===== src/design/phip_pkg.sv =====
// shared types and constants for the pixel histogram unit
// no dependencies
package phip_pkg;

    localparam int PIX_BITS  = 8;
    localparam int PCT_BITS  = 7;
    localparam logic [PCT_BITS-1:0] PCT_SCALE = 7'd100;

    localparam logic KIND_SAMPLE = 1'b0;
    localparam logic KIND_QUERY  = 1'b1;

    typedef enum logic [1:0] {
        DIV_IDLE,
        DIV_RUN,
        DIV_DONE
    } div_state_t;

    typedef struct packed {
        logic busy;
        logic done;
    } div_stat_t;

endpackage


===== src/design/phip_div.sv =====
// iterative unit for 100*diff/divisor, one quotient bit per cycle
// depends on phip_pkg
module phip_div #(
    parameter int COUNT_BITS = 21
) (
    input  logic                               aclk,
    input  logic                               aresetn,
    input  logic                               start,
    input  logic                               take,
    input  logic [COUNT_BITS-1:0]              diff,
    input  logic [COUNT_BITS-1:0]              divisor,
    output phip_pkg::div_stat_t                stat,
    output logic [phip_pkg::PCT_BITS-1:0]      quotient
);

    import phip_pkg::*;

    localparam int DW = COUNT_BITS + PCT_BITS;
    localparam int SW = $clog2(PCT_BITS);

    div_state_t state_reg, state_next;

    logic [DW-1:0]       rem_reg, rem_next;
    logic [DW-1:0]       dsr_reg, dsr_next;
    logic [PCT_BITS-1:0] quo_reg, quo_next;
    logic [SW-1:0]       step_reg, step_next;
    logic                ge;

    assign ge = rem_reg >= dsr_reg;

    // next state
    always_comb begin
        state_next = state_reg;
        case (state_reg)
            DIV_IDLE: begin
                if (start) state_next = DIV_RUN;
            end
            DIV_RUN: begin
                if (step_reg == '0) state_next = DIV_DONE;
            end
            DIV_DONE: begin
                if (take) state_next = DIV_IDLE;
            end
            default: state_next = DIV_IDLE;
        endcase
    end

    // outputs
    always_comb begin
        stat.busy = 1'b0;
        stat.done = 1'b0;
        case (state_reg)
            DIV_IDLE: begin
                stat.busy = 1'b0;
            end
            DIV_RUN: begin
                stat.busy = 1'b1;
            end
            DIV_DONE: begin
                stat.busy = 1'b1;
                stat.done = 1'b1;
            end
            default: begin
                stat.busy = 1'b0;
            end
        endcase
    end

    // datapath: restoring steps against divisor shifted down one bit per cycle
    always_comb begin
        rem_next  = rem_reg;
        dsr_next  = dsr_reg;
        quo_next  = quo_reg;
        step_next = step_reg;
        if (state_reg == DIV_IDLE && start) begin
            rem_next  = DW'(diff) * DW'(PCT_SCALE);
            dsr_next  = DW'(divisor) << (PCT_BITS - 1);
            quo_next  = '0;
            step_next = SW'(PCT_BITS - 1);
        end else if (state_reg == DIV_RUN) begin
            if (ge) rem_next = rem_reg - dsr_reg;
            dsr_next  = dsr_reg >> 1;
            quo_next  = {quo_reg[PCT_BITS-2:0], ge};
            step_next = step_reg - 1'b1;
        end
    end

    always_ff @(posedge aclk) begin
        if (!aresetn) begin
            state_reg <= DIV_IDLE;
        end else begin
            state_reg <= state_next;
        end
    end

    always_ff @(posedge aclk) begin
        rem_reg  <= rem_next;
        dsr_reg  <= dsr_next;
        quo_reg  <= quo_next;
        step_reg <= step_next;
    end

    assign quotient = quo_reg;

endmodule


===== config.mk =====
export PLATFORM = sky130hd
export DESIGN_NAME = phip_div
export DESIGN_NICKNAME = d
export VERILOG_FILES = /design/src/design/phip_pkg.sv /design/src/design/phip_div.sv
export SDC_FILE = /design/constraint.sdc
export NUM_CORES = 1
export LEC_CHECK = 0
export BUFFER_PORTS_ARGS = -buffer_cell sky130_fd_sc_hd__buf_2
export CORE_MARGIN = 10
export CORE_UTILIZATION = 48
export CTS_CLUSTER_SIZE = 24
export DETAILED_ROUTE_END_ITERATION = 10
export HOLD_SLACK_MARGIN = 0.06
export PLACE_DENSITY = 0.73
export SYNTH_ARGS = -nofsm -noshare
export SYNTH_HDL_FRONTEND = slang
export SYNTH_SLANG_ARGS = --single-unit

===== constraint.sdc =====
create_clock -name aclk -period 3.9 [get_ports aclk]
set_clock_uncertainty 0.05 [all_clocks]
set_input_delay 0.39 -clock aclk [delete_from_list [all_inputs] [get_ports aclk]]
set_output_delay 0.39 -clock aclk [all_outputs]
set_load 0.03 [all_outputs]

[Word level (Yosys, flattened, before mapping)]
Cells that the tools add are included.
W data, S select, Z words.
Word-level totals
  register bits after elaboration: 67
  output and inout bits: 9
Operators by class
  $add $sub $neg: 2
  multiply operators: 1
  $lt $le $gt $ge: 1
  equality and inequality tests: 5
  muxes and demuxes: 11
  reductions and logical operators: 9
Operators by type and width (number)
  $mux W28: 3
  $mux W27: 2
  $ge A28 B27 Y1: 1
  $sub A28 B27 Y28: 1
  $mul A21 B5 Y26 const B: 1
  $mux W2: 3
  $ne A2 B2 Y1 const B: 3
  $pmux W2 S3: 1
  $reduce_and A2 Y1: 2
  $reduce_bool A2 Y1: 2
  $logic_not A3 Y1: 1
  $reduce_and A3 Y1: 1
  $sub A3 B1 Y3 const B: 1
  $eq A2 B1 Y1 const B: 1
  $eq A2 B2 Y1 const B: 1
  $logic_not A2 Y1: 1
  $mux W1: 2
  $reduce_or A2 Y1: 1
  $logic_and A1 B1 Y1: 1

[Depth between registers and ports, before layout]
Gate-level depths: netlist of run 1.
  depth in word-level cells: 4
  mapped depth: 15

[Least setup slack after synthesis of run 1]
No wires, ideal clock.
  path type: input to register
  start: in diff[2]
  end: reg rem_reg[26] (data pin)
  arrival time: 3.318 ns
  required time: 3.582 ns
  slack: 0.264 ns
  stages: 13
  cell sequence: ha_1 ha_1 fa_1 ha_1 a21o_1 a21o_1 a21oi_1 a21oi_1 a41oi_2 o21ai_0 a41oi_1 xor2_1 o22ai_1
On the way
  longest elaborated chain between the ends: 2
RTL lines
  from (decl): RTL line phip_div.sv:10  | input logic [COUNT_BITS-1:0] diff,
  $mul A21 B5 Y26: RTL line phip_div.sv:76  | rem_next = DW'(diff) * DW'(PCT_SCALE);
  $mux W28: RTL line phip_div.sv:75  | if (state_reg == DIV_IDLE && start) begin
  net rem_next[26]: RTL line phip_div.sv:23  | logic [DW-1:0] rem_reg, rem_next;
  to (signal assigned): RTL line phip_div.sv:97  | rem_reg <= rem_next;
  to (decl): RTL line phip_div.sv:23
The timed path passes the listed nets, and every way through them passes these cells.
A chain may end at the register's enable or synchronous reset.

[Worst setup path after layout of run 1]
Same ends and word-level chain as after synthesis.

==> results of run 1 <==
==> final cells by class <==
| type | count | area, um^2 |
|---|---|---|
| Tap cell | 176 | 220.2 |
| Sequential cell | 67 | 1812 |
| Fill cell | 1251 | 5903 |
| Multi-Input combinational cell | 514 | 4031 |
| Inverter | 120 | 450.4 |
| Clock buffer | 10 | 250.2 |
| Clock inverter | 6 | 45.04 |
| Timing Repair Buffer | 73 | 425.4 |
==> logic make-up (layout without fill, tap and decap cells) <==
logic type | after synthesis | after routing | synth area share [%]
AOI/OAI and AO/OA | 173 | 173 | 18.18
and+or+nand+nor | 170 | 170 | 12.31
buffers and inverters | 142 | 209 | 8.648
adders and majority gates | 117 | 117 | 24.89
muxes | 13 | 13 | 2.035
DFF | 67 | 67 | 28.33
xor gates and xnor gates | 41 | 41 | 5.615
==> critical path, cell delays in order <==
cell                      delay [ns]
sky130_fd_sc_hd__buf_2          0.12
sky130_fd_sc_hd__ha_1           0.29
sky130_fd_sc_hd__ha_1           0.31
sky130_fd_sc_hd__fa_1           0.46
sky130_fd_sc_hd__ha_1           0.31
sky130_fd_sc_hd__a21o_1         0.18
sky130_fd_sc_hd__a21o_1         0.18
sky130_fd_sc_hd__a21oi_1        0.19
sky130_fd_sc_hd__a21oi_1        0.13
sky130_fd_sc_hd__a41oi_2        0.33
sky130_fd_sc_hd__o21ai_0        0.18
sky130_fd_sc_hd__a41oi_1        0.26
sky130_fd_sc_hd__xor2_1         0.17
sky130_fd_sc_hd__o22ai_1        0.09
==> layer usage <==
| metal | wire, um | vias up |
|---|---|---|
| met3 | 666 | 17 |
| met5 | 0 | - |
| met1 | 6920 | 2267 |
| met4 | 230 | 0 |
| met2 | 5797 | 114 |
| li1 | - | 2657 |
==> power groups by stage <==
stage               clock, mW  combinational, mW  sequential (mW)
global placement            0               4.00             1.35
global route            0.829               4.58             1.37
floorplan                   0               3.17             1.32
finish                  0.796               4.09             1.34
detailed placement          0               4.01             1.35
CTS                     0.804               4.05             1.34
==> how the worst min path moves through the flow <==
stage                startpoint           end  slack, ns  depth (start not counted)
CTS                     aresetn  state_reg[1]       0.20                          2
floorplan           step_reg[1]   step_reg[1]       0.39                          2
global placement    step_reg[1]   step_reg[1]       0.41                          2
global route            aresetn  state_reg[1]       0.21                          2
detailed placement  step_reg[1]   step_reg[1]       0.41                          2
finish                  aresetn  state_reg[1]       0.21                          2
==> synth_stat cells (19+ instances only) <==
master                     number
sky130_fd_sc_hd__inv_1        120
sky130_fd_sc_hd__ha_1         100
sky130_fd_sc_hd__nand2_1       59
sky130_fd_sc_hd__edfxtp_1      47
sky130_fd_sc_hd__nor2_1        40
sky130_fd_sc_hd__a21oi_1       37
sky130_fd_sc_hd__o21ai_0       35
sky130_fd_sc_hd__o31ai_1       25
sky130_fd_sc_hd__nand3_1       23
sky130_fd_sc_hd__xnor2_1       22
sky130_fd_sc_hd__dfxtp_1       20
sky130_fd_sc_hd__xor2_1        19
==> metrics by stage <==
stage	setup WS [ns]	TNS (ns)
6_report	0.3526	0
3_3_place_gp	0.03311	0
2_1_floorplan	0.2638	0
5_1_grt	0.1461	0
3_5_place_dp	-0.03114	-0.03114
4_1_cts	0.3220	0
==> flow_metrics.tcl, run 1 <==
set metrics [dict create \
    status "completed" \
    layout_worst_path_cycle_share_pct 90.96 \
    ir_drop_mv 0.3351 \
    max_slew_margin_pct 36.35 \
    grt_antenna_before_repair 0 \
    fp.dieW_um 135.4 \
    dp_hpwl_mm 10.75 \
    pin_count 55 \
    timing.max_cap.violations 0 \
    drc 0 \
    drtAntennaViolNets 0 \
    design.die.area_um2 18340 \
    end_kind "flop" \
    switching_share_pct 46.62 \
    grt_start_max_net_pins 39 \
    total_wire_length_mm 13.62 \
    syn_area_per_cell_um2 8.845 \
    worst_r2r_setup_slack_ns 0.57 \
    report.final.hold_viol_count 0 \
    pwr_density_cell_nw_per_um2 861.1 \
    p_leak_nw 3.428 \
    layout_commonest_cell "sky130_fd_sc_hd__inv_1" \
    worstPathMaxFanout 5 \
    cts.reportedPaths.clkPinSlew_ns 0.06 \
    detailroute.via_count 5055 \
    fin_util_pct 55.07 \
    post-cts-setup-buffer-count 0 \
    core.rowCount 42 \
    cts_tree "done" \
    seqPwrFrac_pct 21.6 \
    placeableCoreArea_um2 13140 \
    postPlaceCellArea_um2 6939 \
    number_of_slew_limit_violations_in_the_final_report 0 \
    power.total_mw 6.230 \
    critPathLaunch "diff[2]" \
    fmax_ghz 0.2819 \
    global_route_wire_length_before_repair_mm 23.15 \
    total_switching_power_mw 2.904 \
    r2r_cells 10 \
    buffer_ports.inserted 54 \
    endpoint "rem_reg[26]" \
    worstMarginPinSlew_ns 0.9525 \
    synth_top_cell_by_area "sky130_fd_sc_hd__edfxtp_1" \
    synth_nets 886 \
    clock_latency_ns 0.34 \
    p_comb_share_pct 65.6 \
    initial_core_utilization_pct 48.68 \
    synthCells 723 \
    rsz0062_at_grt "false" \
    synth.cell_area_um2 6395 \
    yosys-top-cells-area "sky130_fd_sc_hd__edfxtp_1, sky130_fd_sc_hd__ha_1, sky130_fd_sc_hd__inv_1, sky130_fd_sc_hd__dfxtp_1, sky130_fd_sc_hd__fa_1" \
    highest_count_cells_in_the_layout_ignoring_fill_and_taps "sky130_fd_sc_hd__inv_1, sky130_fd_sc_hd__ha_1, sky130_fd_sc_hd__nand2_1" \
    root_buf_cell "sky130_fd_sc_hd__clkbuf_16" \
    area_growth_syn_to_layout_pct 13.13 \
    die_span_in_y_um 135.4 \
    design_area_um2 7234 \
    yosysSeqAreaShare_pct 28.33 \
    power_frac_clock_pct 12.8 \
    detailedRoute.firstPassIterationCount 5 \
    vias_cell 5.233 \
    grt_util_met1_pct 22.00 \
    gr-max-usage-layer "met2" \
    timing.critical_path.required_ns 3.92 \
    proportion_of_register_bits_with_asynchronous_set_or_reset_after_synthesis_pct 0 \
    internal_power_mw 3.325 \
    timing.hold.ws_ns 0.2068 \
    crit-reg2reg-capture "rem_reg[21]" \
    data_arrival_critical_path_ns 3.57 \
    drt_first_iter_violations 267 \
    cts-resized-gates 0 \
    timing.final.crit_period_ns 3.547 \
    grtUsageMet2_pct 22.84 \
    cts-hold-fix-buffers 0 \
    yosys.cell_types.count 57 \
    routed_wl_per_cell_um 14.09 \
    grt_pass1_vias 4844 \
    insertedDiodeCount 0 \
    finalSetupViolCount 0 \
    postSynth.topFlopCell "sky130_fd_sc_hd__edfxtp_1" \
    yosysTopAreaCellShare_pct 22.07 \
    timing_worst_setup_path_type "input port to flop" \
    synthesis_stage_register_bit_count 67 \
    final_layout_size_suffix_gt1_share_pct 12.91 \
    clock_tree.htree_level_count 3 \
    flip_flop_count_of_the_largest_register_after_layout 28 \
    start_kind "input port" \
    clkSinkCount 67 \
    finish.net_count 948 \
    gpl.final_weighted_congestion 0.9149 \
    ctsLongestPathBuffers 2 \
    cts-buffers-inserted 9 \
    grt_util_all_layers_pct 15.24 \
    grt_overflow 0 \
    instances_no_fill 966 \
    min-delay-path-class "input port to flop" \
    synth-edff-count 47 \
    placedCellCount 950 \
    met3_usage_pct 1.929 \
    r2r-start "dsr_reg[2]" \
    synth.yosys.warnings 0 \
]
(Power assumes the default switching activity.)
==> run 2: changes to the inputs <==
Settings changed: ABC_AREA set to 1, BUFFER_PORTS_ARGS -buffer_cell sky130_fd_sc_hd__buf_2 to unset, DONT_BUFFER_PORTS set to 1, PLACE_DENSITY 0.73 to 0.7.
==> run 2 against run 1 <==
Against the previous run:
- sequential share of layout area fell by 1.7 points
- global-route usage rose by 2.6 points
- routed wire length rose by 30%
- sequential power rose by 7%
- register-to-register slack improved by 0.59 ns
- clock power rose by 13%
- total power rose by 14%
- synthesized cell count rose by 44%
- clock-buffer cell count rose by 4
- critical endpoint is now rem_reg[17]
- largest cell class unchanged
==> flow_metrics.tcl, run 2 <==
set metrics [dict create \
    status "completed" \
    timing.max_cap.violations 0 \
    synth_most_common_cell "sky130_fd_sc_hd__nand2_1" \
    drc 0 \
    rsz0062_at_grt "false" \
    synth.cell_area_um2 7201 \
    root_buf_cell "sky130_fd_sc_hd__clkbuf_16" \
    placeableCoreArea_um2 14640 \
    min-delay-path-class "input port to flop" \
    data_arrival_critical_path_ns 3.06 \
    highest_count_cells_in_the_layout_ignoring_fill_and_taps "sky130_fd_sc_hd__nand2_1, sky130_fd_sc_hd__inv_1, sky130_fd_sc_hd__ha_1" \
    cts.reportedPaths.clkPinSlew_ns 0.06 \
    fmax_ghz 0.3425 \
    critPathLaunch "diff[6]" \
    proportion_of_register_bits_with_asynchronous_set_or_reset_after_synthesis_pct 0 \
    endpoint "rem_reg[17]" \
    initial_core_utilization_pct 49.17 \
    synth-edff-count 47 \
    synthesis_stage_register_bit_count 67 \
    buffer_ports.inserted 0 \
    drt_first_iter_violations 367 \
    timing.critical_path.required_ns 4.04 \
    synth_nets 1202 \
    drtAntennaViolNets 0 \
    global_route_wire_length_before_repair_mm 29.47 \
    yosysSeqAreaShare_pct 25.16 \
    clock_latency_ns 0.34 \
    yosysTopAreaCellShare_pct 19.60 \
    post-cts-setup-buffer-count 0 \
    report.final.hold_viol_count 0 \
    worst_r2r_setup_slack_ns 1.16 \
    postSynth.topFlopCell "sky130_fd_sc_hd__edfxtp_1" \
    core.rowCount 44 \
    final.fill_count 1476 \
    end_kind "flop" \
    layout_worst_path_cycle_share_pct 74.87 \
    worstPathMaxFanout 4 \
    placedCellCount 1214 \
    grt_overflow 0 \
    ir_drop_mv 0.3242 \
    die_span_in_y_um 142.5 \
    timing_worst_setup_path_type "input port to flop" \
    grt_start_max_net_pins 42 \
    flip_flop_count_of_the_largest_register_after_layout 28 \
    detailroute.via_count 6271 \
    ctsLongestPathBuffers 2 \
    yosys-top-cells-area "sky130_fd_sc_hd__edfxtp_1, sky130_fd_sc_hd__ha_1, sky130_fd_sc_hd__nand2_1, sky130_fd_sc_hd__inv_1, sky130_fd_sc_hd__dfxtp_1" \
    syn_area_per_cell_um2 6.930 \
    grt_pass1_vias 6295 \
    r2r-start "rem_reg[0]" \
    yosys.cell_types.count 32 \
    cts_tree "done" \
    worstMarginPinSlew_ns 0.7342 \
    design_area_um2 7765 \
    final_layout_size_suffix_gt1_share_pct 5.641 \
    design.die.area_um2 20300 \
    cts-hold-fix-buffers 0 \
    synth.yosys.warnings 0 \
    pwr_density_cell_nw_per_um2 917.4 \
    detailedRoute.firstPassIterationCount 7 \
    cts-buffers-inserted 9 \
    r2r_cells 13 \
    total_wire_length_mm 17.64 \
    slowest_stage "sky130_fd_sc_hd__fa_1" \
    postPlaceCellArea_um2 7420 \
    clock_tree.htree_level_count 3 \
    synth_top_cell_by_area "sky130_fd_sc_hd__edfxtp_1" \
    cts-resized-gates 0 \
    gpl.final_weighted_congestion 0.8918 \
    critPathMaxStageDelay_ns 0.50 \
    synthCells 1039 \
    crit_chain "ha_1, ha_1, inv_1, fa_1, inv_1, ha_1, a21oi_1, o21ai_0, nand2_1, nand3_1, nand2_1, nand2_1, nor2_1, o21bai_1" \
    vias_cell 5.098 \
    max_slew_margin_pct 50.98 \
    post-route-worst-setup-slack_ns 0.9802 \
    finish.net_count 1204 \
    clkSinkCount 67 \
    dp_hpwl_mm 14.81 \
    instances_no_fill 1230 \
    pin_count 55 \
    p_leak_nw 4.208 \
    grt_antenna_before_repair 0 \
    timing.hold.ws_ns 0.1311 \
    worst_setup_slack_post_dpl_ns 0.6444 \
    synthTopCellsByCount "sky130_fd_sc_hd__nand2_1, sky130_fd_sc_hd__inv_1, sky130_fd_sc_hd__ha_1" \
    insertedDiodeCount 0 \
    layout_commonest_cell "sky130_fd_sc_hd__nand2_1" \
    crit-reg2reg-capture "rem_reg[18]" \
    finalSetupViolCount 0 \
    accumulated_negative_setup_slack_ns 0 \
    timing.final.crit_period_ns 2.920 \
    fp.dieW_um 142.5 \
    number_of_slew_limit_violations_in_the_final_report 0 \
    area_growth_syn_to_layout_pct 7.837 \
    routed_wl_per_cell_um 14.34 \
    start_kind "input port" \
    grt_util_all_layers_pct 17.84 \
]
==> run 2: final cells by class <==
| cell class | instances | area, um^2 | share of cell area (%) |
|---|---|---|---|
| timing repair buffer | 7 | 65.06 | 0.8379 |
| inverter | 229 | 859.6 | 11.07 |
| sequential | 67 | 1812 | 23.33 |
| multi-input combinational | 727 | 4453 | 57.35 |
| clock buffer | 14 | 327.8 | 4.222 |
| clock inverter | 2 | 17.52 | 0.2256 |
| tap | 184 | 230.2 | 2.965 |
==> run 2: metrics by stage <==
step,utilization (%),total power [mW]
final,53.02,7.123
after global placement,50.67,6.141
after detailed placement,50.67,6.192
after floorplan,-,5.060
after global routing,53.02,7.885
after CTS,53.02,7.132
==> run 2: cell families after synthesis <==
kind of cell	Yosys count	synth area share, %
compound gates	146	11.59
xor+xnor	23	2.798
fa+ha+maj	117	22.10
buf+inv	245	13.00
flops	67	25.16
simple gates	441	25.35
==> run 2: worst min-delay path by stage <==
| stage | start | to | slack [ns] | depth (start not counted) |
|---|---|---|---|---|
| 2_1_floorplan | step_reg[1] | step_reg[1] | 0.39 | 2 |
| 3_3_place_gp | step_reg[1] | step_reg[1] | 0.40 | 2 |
| 3_5_place_dp | step_reg[2] | step_reg[2] | 0.42 | 2 |
| 4_1_cts | aresetn | state_reg[1] | 0.12 | 2 |
| 5_1_grt | aresetn | state_reg[1] | 0.13 | 2 |
| 6_report | aresetn | state_reg[1] | 0.13 | 2 |
==> run 2: where the power goes <==
group	internal [mW]	total, mW	switching, mW
Sequential	1.25	1.44	0.195
Clock	0.585	0.898	0.313
Combinational	1.60	4.78	3.18
Total	3.44	7.12	3.69
==> run 2: worst max-delay path, delay by kind of cell <==
family / cells / cell delay (ns)
adder cells (fa/ha/maj): 4 / 1.38
buffers and inverters: 2 / 0.09
AND/OR/NAND/NOR: 5 / 0.60
AO/OA/AOI/OAI: 3 / 0.60
==> run 2: per-layer routing <==
| metal | vias to the layer above | wire length [um] | GRT usage [%] | part of all wire [%] |
|---|---|---|---|---|
| li1 | 3295 | - | - | - |
| met1 | 2815 | 8059 | 22.24 | 46 |
| met2 | 139 | 8284 | 30.02 | 47 |
| met3 | 22 | 978 | 3.571 | 5.5 |
| met4 | 0 | 322 | 6.135 | 1.8 |
| met5 | - | 0 | 0 | 0 |
